===== config.mk =====
export PLATFORM = sky130hd
export DESIGN_NAME = varint_chunk_map_parser_unit
export DESIGN_NICKNAME = d
export VERILOG_FILES = /design/src/hdl/vcmp_pkg.sv /design/src/hdl/vcmp_parse.sv /design/src/hdl/vcmp_out_q.sv /design/src/hdl/varint_chunk_map_parser_unit.sv
export VERILOG_INCLUDE_DIRS = /design/src /design/src/hdl
export SDC_FILE = /design/constraint.sdc
export NUM_CORES = 1
export LEC_CHECK = 0
export BUFFER_PORTS_ARGS = -buffer_cell sky130_fd_sc_hd__buf_4
export CORE_MARGIN = 8
export CORE_UTILIZATION = 55
export CTS_CLUSTER_SIZE = 12
export DETAILED_ROUTE_END_ITERATION = 6
export GPL_TIMING_DRIVEN = 1
export PLACE_DENSITY = 0.73
export SLEW_MARGIN = 20
export SYNTH_ARGS = -nofsm -noshare
export SYNTH_HDL_FRONTEND = slang
export SYNTH_SLANG_ARGS = --single-unit

===== constraint.sdc =====
create_clock -name clk -period 5.85 [get_ports clk]
set_input_delay 0.585 -clock clk [delete_from_list [all_inputs] [get_ports clk]]
set_output_delay 0.585 -clock clk [all_outputs]
set_load 0.01 [all_outputs]

===== src/hdl/varint_chunk_map_parser_unit_defines.svh =====
// assertion macros for the chunk map parser unit
// used by the parser and output queue modules; expects clk and arst_n in scope
`ifndef VARINT_CHUNK_MAP_PARSER_UNIT_DEFINES_SVH
`define VARINT_CHUNK_MAP_PARSER_UNIT_DEFINES_SVH

`ifndef NO_ASSERTIONS

// condition holds at every clock edge outside reset
`define VCMP_ASSERT_ALWAYS(lbl, cond, msg) \
	lbl: assert property (@(posedge clk) disable iff (!arst_n) (cond)) else $error(msg);

// condition in this cycle implies a consequence in the same cycle
`define VCMP_ASSERT_NOW(lbl, ante, cons, msg) \
	lbl: assert property (@(posedge clk) disable iff (!arst_n) (ante) |-> (cons)) \
		else $error(msg);

// condition in this cycle implies a consequence in the next cycle
`define VCMP_ASSERT_NEXT(lbl, ante, cons, msg) \
	lbl: assert property (@(posedge clk) disable iff (!arst_n) (ante) |=> (cons)) \
		else $error(msg);

`else

`define VCMP_ASSERT_ALWAYS(lbl, cond, msg)
`define VCMP_ASSERT_NOW(lbl, ante, cons, msg)
`define VCMP_ASSERT_NEXT(lbl, ante, cons, msg)

`endif

`endif


===== src/hdl/vcmp_pkg.sv =====
// shared types and codes of the chunk map parser unit
// no dependencies; imported by every module of the block
package vcmp_pkg;

	localparam int CODE_W  = 16;
	localparam int DEF_W   = 12;
	localparam int VALUE_W = 32;
	localparam int KIND_W  = 3;
	localparam int INDEX_W = 3;

	// result kinds
	localparam logic [KIND_W-1:0] K_CHIPSET = 3'd0;
	localparam logic [KIND_W-1:0] K_WIDTH   = 3'd1;
	localparam logic [KIND_W-1:0] K_HEIGHT  = 3'd2;
	localparam logic [KIND_W-1:0] K_LOWER   = 3'd3;
	localparam logic [KIND_W-1:0] K_UPPER   = 3'd4;
	localparam logic [KIND_W-1:0] K_END     = 3'd5;

	// configuration register indexes
	localparam logic [INDEX_W-1:0] REG_CHIPSET  = 3'd0;
	localparam logic [INDEX_W-1:0] REG_WIDTH    = 3'd1;
	localparam logic [INDEX_W-1:0] REG_HEIGHT   = 3'd2;
	localparam logic [INDEX_W-1:0] REG_LOWER    = 3'd3;
	localparam logic [INDEX_W-1:0] REG_UPPER    = 3'd4;
	localparam logic [INDEX_W-1:0] REG_END      = 3'd5;
	localparam logic [INDEX_W-1:0] REG_DEF_WID  = 3'd6;
	localparam logic [INDEX_W-1:0] REG_DEF_HGT  = 3'd7;

	// register reset values
	localparam logic [CODE_W-1:0] RST_CHIPSET = 16'd1;
	localparam logic [CODE_W-1:0] RST_WIDTH   = 16'd2;
	localparam logic [CODE_W-1:0] RST_HEIGHT  = 16'd3;
	localparam logic [CODE_W-1:0] RST_LOWER   = 16'd71;
	localparam logic [CODE_W-1:0] RST_UPPER   = 16'd72;
	localparam logic [CODE_W-1:0] RST_END     = 16'd0;
	localparam logic [DEF_W-1:0]  RST_DEF_WID = 12'd20;
	localparam logic [DEF_W-1:0]  RST_DEF_HGT = 12'd15;

	localparam logic [7:0] CONT_MASK = 8'h80;
	localparam logic [7:0] DATA_MASK = 8'h7f;

	typedef struct packed {
		logic [CODE_W-1:0] chipset_code;
		logic [CODE_W-1:0] width_code;
		logic [CODE_W-1:0] height_code;
		logic [CODE_W-1:0] lower_layer_code;
		logic [CODE_W-1:0] upper_layer_code;
		logic [CODE_W-1:0] end_code;
		logic [DEF_W-1:0]  default_width;
		logic [DEF_W-1:0]  default_height;
	} cfg_t;

	typedef struct packed {
		logic [KIND_W-1:0]  kind;
		logic [VALUE_W-1:0] value;
		logic               layer_last;
	} res_t;

endpackage


===== src/hdl/vcmp_parse.sv =====
// per-byte parser: state registers and the next-state logic for one byte
// depends on vcmp_pkg and the assertion macro header
`include "varint_chunk_map_parser_unit_defines.svh"

module vcmp_parse import vcmp_pkg::*; #(
	parameter int TILE_BYTES = 2,
	parameter int SIDE_BITS  = 12
) (
	input  logic       clk,
	input  logic       arst_n,
	input  cfg_t       cfg,
	input  logic       advance,
	input  logic [7:0] data_byte,
	input  logic       first,
	output logic       res_valid,
	output res_t       res
);

	localparam int PROD_W = 2 * SIDE_BITS + 4;
	localparam logic [SIDE_BITS-1:0] SIDE_MAX = '1;

	localparam logic [2:0] M_HDR_LEN  = 3'd0;
	localparam logic [2:0] M_HDR_SKIP = 3'd1;
	localparam logic [2:0] M_TYPE     = 3'd2;
	localparam logic [2:0] M_SIZE     = 3'd3;
	localparam logic [2:0] M_VALUE    = 3'd4;
	localparam logic [2:0] M_TILES    = 3'd5;
	localparam logic [2:0] M_SKIP     = 3'd6;
	localparam logic [2:0] M_DONE     = 3'd7;

	function automatic logic [SIDE_BITS-1:0] sat_side(input logic [VALUE_W-1:0] v);
		if (v > VALUE_W'(SIDE_MAX))
			return SIDE_MAX;
		else
			return SIDE_BITS'(v);
	endfunction

	logic [2:0]             mode_q, mode_c, mode_n;
	logic [VALUE_W-1:0]     acc_q, acc_c, acc_n, acc_sh;
	logic [VALUE_W-1:0]     cnt_q, cnt_c, cnt_n, cnt_dec;
	logic [VALUE_W-1:0]     type_q, type_c, type_n;
	logic [SIDE_BITS-1:0]   wid_q, wid_c, wid_n;
	logic [SIDE_BITS-1:0]   hgt_q, hgt_c, hgt_n;
	logic                   lseen_q, lseen_c, lseen_n;
	logic                   useen_q, useen_c, useen_n;
	logic [KIND_W-1:0]      pend_q, pend_c, pend_n;
	logic [PROD_W-1:0]      prod_q;
	logic [VALUE_W-1:0]     layer_cnt;
	logic                   vend;
	logic                   up_hit, lo_hit;

	// tile count is registered from the side registers; a layer size is
	// never decoded in the cycle right after a side changes
	always_ff @(posedge clk) begin
		prod_q <= PROD_W'(wid_q) * PROD_W'(hgt_q) * PROD_W'(TILE_BYTES);
	end

	assign layer_cnt = (64'(prod_q) > 64'hffff_ffff) ? '1 : VALUE_W'(prod_q);

	always_comb begin
		// restart byte sees the start-of-file state, with sides from the cfg defaults
		if (first) begin
			mode_c  = M_HDR_LEN;
			acc_c   = '0;
			cnt_c   = '0;
			type_c  = '0;
			wid_c   = sat_side(VALUE_W'(cfg.default_width));
			hgt_c   = sat_side(VALUE_W'(cfg.default_height));
			lseen_c = 1'b0;
			useen_c = 1'b0;
			pend_c  = K_CHIPSET;
		end else begin
			mode_c  = mode_q;
			acc_c   = acc_q;
			cnt_c   = cnt_q;
			type_c  = type_q;
			wid_c   = wid_q;
			hgt_c   = hgt_q;
			lseen_c = lseen_q;
			useen_c = useen_q;
			pend_c  = pend_q;
		end
	end

	always_comb begin
		acc_sh   = {acc_c[VALUE_W-8:0], data_byte[6:0] & DATA_MASK[6:0]};
		vend     = (data_byte & CONT_MASK) == 8'h00;
		cnt_dec  = cnt_c - VALUE_W'(1);
		up_hit   = type_c == VALUE_W'(cfg.upper_layer_code);
		lo_hit   = type_c == VALUE_W'(cfg.lower_layer_code);

		mode_n    = mode_c;
		acc_n     = acc_c;
		cnt_n     = cnt_c;
		type_n    = type_c;
		wid_n     = wid_c;
		hgt_n     = hgt_c;
		lseen_n   = lseen_c;
		useen_n   = useen_c;
		pend_n    = pend_c;
		res_valid = 1'b0;
		res       = '{kind: K_END, value: '0, layer_last: 1'b0};

		unique case (mode_c)
			M_HDR_LEN: begin
				acc_n = acc_sh;
				if (vend) begin
					acc_n  = '0;
					cnt_n  = acc_sh;
					mode_n = (acc_sh != '0) ? M_HDR_SKIP : M_TYPE;
				end
			end
			M_HDR_SKIP, M_SKIP: begin
				cnt_n = cnt_dec;
				if (cnt_dec == '0)
					mode_n = M_TYPE;
			end
			M_TYPE: begin
				acc_n = acc_sh;
				if (vend) begin
					acc_n  = '0;
					type_n = acc_sh;
					if (acc_sh == VALUE_W'(cfg.end_code)) begin
						mode_n    = M_DONE;
						res_valid = 1'b1;
					end else begin
						mode_n = M_SIZE;
					end
				end
			end
			M_SIZE: begin
				acc_n = acc_sh;
				if (vend) begin
					acc_n = '0;
					if (type_c == VALUE_W'(cfg.chipset_code)) begin
						pend_n = K_CHIPSET;
						mode_n = M_VALUE;
					end else if (type_c == VALUE_W'(cfg.width_code)) begin
						pend_n = K_WIDTH;
						mode_n = M_VALUE;
					end else if (type_c == VALUE_W'(cfg.height_code)) begin
						pend_n = K_HEIGHT;
						mode_n = M_VALUE;
					end else if ((up_hit && !useen_c) || (!up_hit && lo_hit && !lseen_c)) begin
						if (up_hit) begin
							useen_n = 1'b1;
							pend_n  = K_UPPER;
						end else begin
							lseen_n = 1'b1;
							pend_n  = K_LOWER;
						end
						cnt_n  = layer_cnt;
						mode_n = (layer_cnt != '0) ? M_TILES : M_TYPE;
					end else begin
						// unknown or repeated chunk: skip the body
						cnt_n  = acc_sh;
						mode_n = (acc_sh != '0) ? M_SKIP : M_TYPE;
					end
				end
			end
			M_VALUE: begin
				acc_n = acc_sh;
				if (vend) begin
					acc_n = '0;
					if (pend_c == K_WIDTH)
						wid_n = sat_side(acc_sh);
					else if (pend_c == K_HEIGHT)
						hgt_n = sat_side(acc_sh);
					mode_n    = M_TYPE;
					res_valid = 1'b1;
					res       = '{kind: pend_c, value: acc_sh, layer_last: 1'b0};
				end
			end
			M_TILES: begin
				cnt_n = cnt_dec;
				if (cnt_dec == '0)
					mode_n = M_TYPE;
				res_valid = 1'b1;
				res       = '{kind: pend_c, value: VALUE_W'(data_byte),
					layer_last: cnt_dec == '0};
			end
			M_DONE: begin
				// bytes are dropped until a restart
			end
			default: begin
			end
		endcase

		if (!advance)
			res_valid = 1'b0;
	end

	always_ff @(posedge clk or negedge arst_n) begin
		if (!arst_n) begin
			mode_q  <= M_HDR_LEN;
			acc_q   <= '0;
			cnt_q   <= '0;
			type_q  <= '0;
			wid_q   <= sat_side(VALUE_W'(RST_DEF_WID));
			hgt_q   <= sat_side(VALUE_W'(RST_DEF_HGT));
			lseen_q <= 1'b0;
			useen_q <= 1'b0;
			pend_q  <= K_CHIPSET;
		end else if (advance) begin
			mode_q  <= mode_n;
			acc_q   <= acc_n;
			cnt_q   <= cnt_n;
			type_q  <= type_n;
			wid_q   <= wid_n;
			hgt_q   <= hgt_n;
			lseen_q <= lseen_n;
			useen_q <= useen_n;
			pend_q  <= pend_n;
		end
	end

	`VCMP_ASSERT_NOW(a_last_only_tiles, res_valid && res.layer_last,
		res.kind == K_LOWER || res.kind == K_UPPER, "layer_last on a non-tile result")
	`VCMP_ASSERT_NOW(a_done_silent, mode_q == M_DONE && !first, !res_valid,
		"result after end code")
	`VCMP_ASSERT_NOW(a_count_live, mode_q == M_TILES || mode_q == M_SKIP || mode_q == M_HDR_SKIP,
		cnt_q != '0, "zero countdown in a counting mode")

endmodule


===== src/hdl/vcmp_out_q.sv =====
// two-word output queue that decouples the parser from the receiver
// depends on vcmp_pkg and the assertion macro header
`include "varint_chunk_map_parser_unit_defines.svh"

module vcmp_out_q import vcmp_pkg::*; (
	input  logic clk,
	input  logic arst_n,
	input  logic push,
	input  res_t push_res,
	output logic full,
	output logic out_valid,
	input  logic out_ready,
	output res_t out_res
);

	res_t       mem_q [2];
	logic       wr_ptr_q, rd_ptr_q;
	logic [1:0] count_q;
	logic       pop;

	assign pop       = out_valid && out_ready;
	assign out_valid = count_q != 2'd0;
	assign full      = count_q == 2'd2;
	assign out_res   = mem_q[rd_ptr_q];

	always_ff @(posedge clk) begin
		if (push)
			mem_q[wr_ptr_q] <= push_res;
	end

	always_ff @(posedge clk or negedge arst_n) begin
		if (!arst_n) begin
			wr_ptr_q <= 1'b0;
			rd_ptr_q <= 1'b0;
			count_q  <= 2'd0;
		end else begin
			if (push)
				wr_ptr_q <= ~wr_ptr_q;
			if (pop)
				rd_ptr_q <= ~rd_ptr_q;
			case ({push, pop})
				2'b10:   count_q <= count_q + 2'd1;
				2'b01:   count_q <= count_q - 2'd1;
				default: count_q <= count_q;
			endcase
		end
	end

	`VCMP_ASSERT_ALWAYS(a_no_overflow, !(push && full), "push into a full queue")
	`VCMP_ASSERT_ALWAYS(a_ptr_match, (wr_ptr_q ^ rd_ptr_q) == (count_q == 2'd1),
		"pointers disagree with fill count")
	`VCMP_ASSERT_NEXT(a_drain, count_q == 2'd1 && pop && !push, !out_valid,
		"queue not empty after last word left")

endmodule


===== src/hdl/varint_chunk_map_parser_unit.sv =====
// Chunk map parser: takes a map file one byte per word on the slave stream
// (s_tdata = byte, s_tuser = first-byte flag) and returns decoded chunk values
// and tile bytes on the master stream (m_tuser = kind, m_tdata = value,
// m_tlast = last tile byte of a layer). Bytes that yield no result (header,
// varint continuation, skipped bodies, anything after the end code) are
// consumed silently. Chunk type codes and default sides are to be set on the cfg
// write port only while the block is idle; the block itself does not enforce it.
// Throughput: one byte per cycle while the output queue has room; every byte's
// state update is a single pass of logic between the input register and the
// two-word output queue. An accepted byte waits in the input register, is
// parsed once the queue has room, and its result is queued for m_tvalid.
// Reset clears the parser to the start of a file with default sides and loads
// the register reset values; a byte flagged first restarts to cfg default sides.
// When the receiver stalls, the queue holds two results, the input register
// holds the next byte, and s_tready drops until space frees up.
// depends on vcmp_pkg, vcmp_parse and vcmp_out_q
module varint_chunk_map_parser_unit import vcmp_pkg::*; #(
	parameter int TILE_BYTES = 2,
	parameter int SIDE_BITS  = 12
) (
	input  logic               clk,
	input  logic               arst_n,
	input  logic               s_tvalid,
	output logic               s_tready,
	input  logic [7:0]         s_tdata,    // [7:0] data_byte
	input  logic               s_tuser,    // [0] first
	output logic               m_tvalid,
	input  logic               m_tready,
	output logic [VALUE_W-1:0] m_tdata,    // [31:0] value
	output logic [KIND_W-1:0]  m_tuser,    // [2:0] kind
	output logic               m_tlast,
	input  logic               cfg_we,
	input  logic [INDEX_W-1:0] cfg_index,
	input  logic [CODE_W-1:0]  cfg_data
);

	cfg_t       cfg_q;
	logic       valid_s1;
	logic [7:0] byte_s1;
	logic       first_s1;
	logic       advance;
	logic       q_full;
	logic       res_valid;
	res_t       res;
	res_t       out_res;

	always_ff @(posedge clk or negedge arst_n) begin
		if (!arst_n) begin
			cfg_q <= '{chipset_code: RST_CHIPSET, width_code: RST_WIDTH,
				height_code: RST_HEIGHT, lower_layer_code: RST_LOWER,
				upper_layer_code: RST_UPPER, end_code: RST_END,
				default_width: RST_DEF_WID, default_height: RST_DEF_HGT};
		end else if (cfg_we) begin
			unique case (cfg_index)
				REG_CHIPSET: cfg_q.chipset_code     <= cfg_data;
				REG_WIDTH:   cfg_q.width_code       <= cfg_data;
				REG_HEIGHT:  cfg_q.height_code      <= cfg_data;
				REG_LOWER:   cfg_q.lower_layer_code <= cfg_data;
				REG_UPPER:   cfg_q.upper_layer_code <= cfg_data;
				REG_END:     cfg_q.end_code         <= cfg_data;
				REG_DEF_WID: cfg_q.default_width    <= cfg_data[DEF_W-1:0];
				REG_DEF_HGT: cfg_q.default_height   <= cfg_data[DEF_W-1:0];
				default: begin
				end
			endcase
		end
	end

	// the held byte moves on whenever the queue has room
	assign advance  = valid_s1 && !q_full;
	assign s_tready = !valid_s1 || advance;

	always_ff @(posedge clk or negedge arst_n) begin
		if (!arst_n)
			valid_s1 <= 1'b0;
		else if (s_tready)
			valid_s1 <= s_tvalid;
	end

	always_ff @(posedge clk) begin
		if (s_tvalid && s_tready) begin
			byte_s1  <= s_tdata;
			first_s1 <= s_tuser;
		end
	end

	vcmp_parse #(
		.TILE_BYTES(TILE_BYTES),
		.SIDE_BITS (SIDE_BITS)
	) u_parse (
		.clk      (clk),
		.arst_n   (arst_n),
		.cfg      (cfg_q),
		.advance  (advance),
		.data_byte(byte_s1),
		.first    (first_s1),
		.res_valid(res_valid),
		.res      (res)
	);

	vcmp_out_q u_out_q (
		.clk      (clk),
		.arst_n   (arst_n),
		.push     (res_valid),
		.push_res (res),
		.full     (q_full),
		.out_valid(m_tvalid),
		.out_ready(m_tready),
		.out_res  (out_res)
	);

	assign m_tdata = out_res.value;
	assign m_tuser = out_res.kind;
	assign m_tlast = out_res.layer_last;

endmodule


==> flow_summary.ini <==
[sta]
clock_skew_ps = 35.5
slew_headroom = 0.268
hold_violations = 0
max_clock_freq_mhz = 188
rsz0062_at_grt = false
tightest_slew_ps = 1100
finalCriticalPeriod_ps = 5330
tns_ps = 0
slew_violations = 0
setup_viol = 0
layout_worst_path_cycle_share = 0.912

[critical_path]
worstSetupEndpointType = register
arrival_ps = 5830
start_kind = register
critical_path_class = register to register
crit_required_ps = 6350
worstPathMaxFanout = 13

[synth]
ys_types = 95
netlist_instances = 2323
yosys.area_share.adder = 0.122
synth_seq_cells = 351
synthesis.area_mm2 = 0.0231
synth_commonest_cells = nand2_1 (237), dfrtp_1 (224), mux2_2 (164), inv_1 (158), nor2_1 (134)
synth_top_area_cell = dfrtp_1
synth.area.top_cells = dfrtp_1 (24%), edfxtp_1 (11%), fa_1 (8.6%)
syn-num-nets = 2521
post-synth-top-count-cell = nand2_1
ys.flop_type = dfrtp_1
avgSynthCellArea_um2 = 9.96
synth_top_family_by_area = simple AND/OR/NAND/NOR gates
muxShareOfSynthArea = 0.0958
async_flop_share = 0.701
yosysWarnings = 0
synth_xor_area_frac = 0.0329
synth.top_cell.area_share = 0.242
synth_edf_count = 81
synth_compound_area_frac = 0.142
ys_seq_area_frac = 0.393
synth_simple_gate_area_frac = 0.157

[run_status]
violations = design-rule violations
status = finished, violations left

[route]
drtIter0Drc = 1733
wl_per_cell_um = 22.8
drc_errors = 11
antenna_left = 0
drt_first_pass_iters = 7
viasPerCell = 6.39
num_vias = 18300
route.final.wire_length_um = 65100

[min_path]
hp-class = input pin to asynchronous set/reset pin

[floorplan]
dieArea_mm2 = 0.0489
row_count = 75
die_y_um = 221
num_io_pins = 71
die_x_um = 221
coreArea_mm2 = 0.0418
initial_core_util = 0.554

[layout]
drive_gt1_frac = 0.162
multi_input_area_mm2 = 0.0128
fin_nets = 2487
antennaDiodeCount = 0
seq_area_mm2 = 0.00910
fillers = 3437
final_area_mm2 = 0.0251
synthToLayoutAreaGrowth_pct = 8.63

[placed_design]
dp_hpwl_um = 44600
place_area_mm2 = 0.0239
portBuffers = 70
gp_congestion = 0.906

[cts]
cts_resized = 0
cts_setup_buffers = 0
clk_pin_slew_worst_paths_ps = 60
clkLatencyLatePin_ps = 570
clockBufferDepth = 3
cts_tree = yes
htree_levels = 2
hold_buffers = 0
cts_num_sinks = 351
cts_buffers = 39
cts_root_buf = clkbuf_16

[global_routing]
grt_pass1_wl_um = 104000
grt_pass1_vias = 18300
antenna_found_initial = 0
grt.total_usage = 0.262
grt-ovfl-total = 0
grt_max_degree = 156

[job]
maxCapViolations = 0
-- layer usage --
metal	up-vias	global-route usage	wire (µm)
li1	8199	-	-
met1	9062	0.349	27500
met2	814	0.409	29400
met3	190	0.0516	5100
met4	0	0.125	3090
met5	-	0	0
-- cells in the final DEF, fill, tap and decap left out, types with 31 or more instances in the layout --
| cell type | synthesis | routed |
|---|---|---|
| a31oi_1 | 46 | 46 |
| a21oi_1 | 70 | 70 |
| and3_1 | 38 | 38 |
| clkbuf_16 | 0 | 42 |
| o21ai_0 | 117 | 117 |
| ha_1 | 65 | 65 |
| and2_1 | 70 | 69 |
| mux2_2 | 164 | 164 |
| dfrtp_1 | 224 | 224 |
| nor3_1 | 33 | 31 |
| nor2_1 | 134 | 130 |
| inv_1 | 158 | 158 |
| edfxtp_1 | 81 | 81 |
| buf_4 | 7 | 93 |
| xnor2_1 | 77 | 77 |
| fa_1 | 100 | 100 |
| a22oi_1 | 47 | 47 |
| nand2_1 | 237 | 236 |
-- path summary, 6_finish.rpt --
path	cells past startpoint	slack [ps]	to	start
max	19	520	u_parse.prod_q[24]	u_parse.hgt_q[3]
min	1	10	u_parse.cnt_q[15]	arst_n
max reg2reg	19	520	u_parse.prod_q[24]	u_parse.hgt_q[3]
min reg2reg	1	500	cfg_q[10]	cfg_q[10]
max in group asynchronous	2	4440	cfg_q[6]	arst_n
min in group clk	1	190	byte_s1[7]	s_tdata[7]
-- worst max-delay path, cell delays in order, from the launching register on --
cell,delay (ps)
dfstp_2,680
nand2_1,120
fa_1,540
inv_1,50
fa_1,490
fa_1,510
fa_1,490
inv_1,50
fa_1,470
inv_1,40
ha_1,330
a21oi_1,170
nor2b_1,60
o21ai_0,160
nand2b_1,110
or3_1,330
o211ai_1,230
o21ai_0,130
a21oi_1,210
xnor2_1,130
-- cell type report --
cell class	instances	share of cell area
Multi-Input combinational cell	1642	0.508
Sequential cell	351	0.362
Timing Repair Buffer	96	0.0300
Tap cell	539	0.0268
Inverter	159	0.0237
Clock inverter	13	0.00413
Clock buffer	58	0.0454
-- cell families after synthesis --
logic type | Yosys count
flip-flops | 351
adder cells (fa/ha/maj) | 165
AND/OR/NAND/NOR | 705
XOR/XNOR | 87
multiplexers | 198
buffers and inverters | 330
AO/OA/AOI/OAI | 487
-- metrics by stage --
stage	instances	utilization	worst slack [ps]	hold slack [ps]
6_report	2858	0.602	517	10.2
5_1_grt	2858	0.602	133	80.6
4_1_cts	2858	0.602	563	59.1
3_5_place_dp	2787	0.572	539	489
3_3_place_gp	2787	0.572	592	486
2_1_floorplan	2323	-	711	289
-- flip-flops by register name (all words and copies together) (netlist names) --
register / count
u_parse.hgt_q: 12
u_parse.wid_q: 12
u_out_q.mem_q: 72
u_parse.type_q: 32
byte_s1: 8
u_parse.lseen_q: 1
u_parse.acc_q: 25
u_parse.prod_q: 24
u_parse.pend_q: 3
u_parse.mode_q: 3
u_out_q.count_q: 2
u_out_q.rd_ptr_q: 1
u_out_q.wr_ptr_q: 1
cfg_q: 120
u_parse.useen_q: 1
first_s1: 1
valid_s1: 1
u_parse.cnt_q: 32
Power is left out: the tool's default activity adds up to more than one toggle a clock period on the data nets, which glitch-free logic cannot reach.
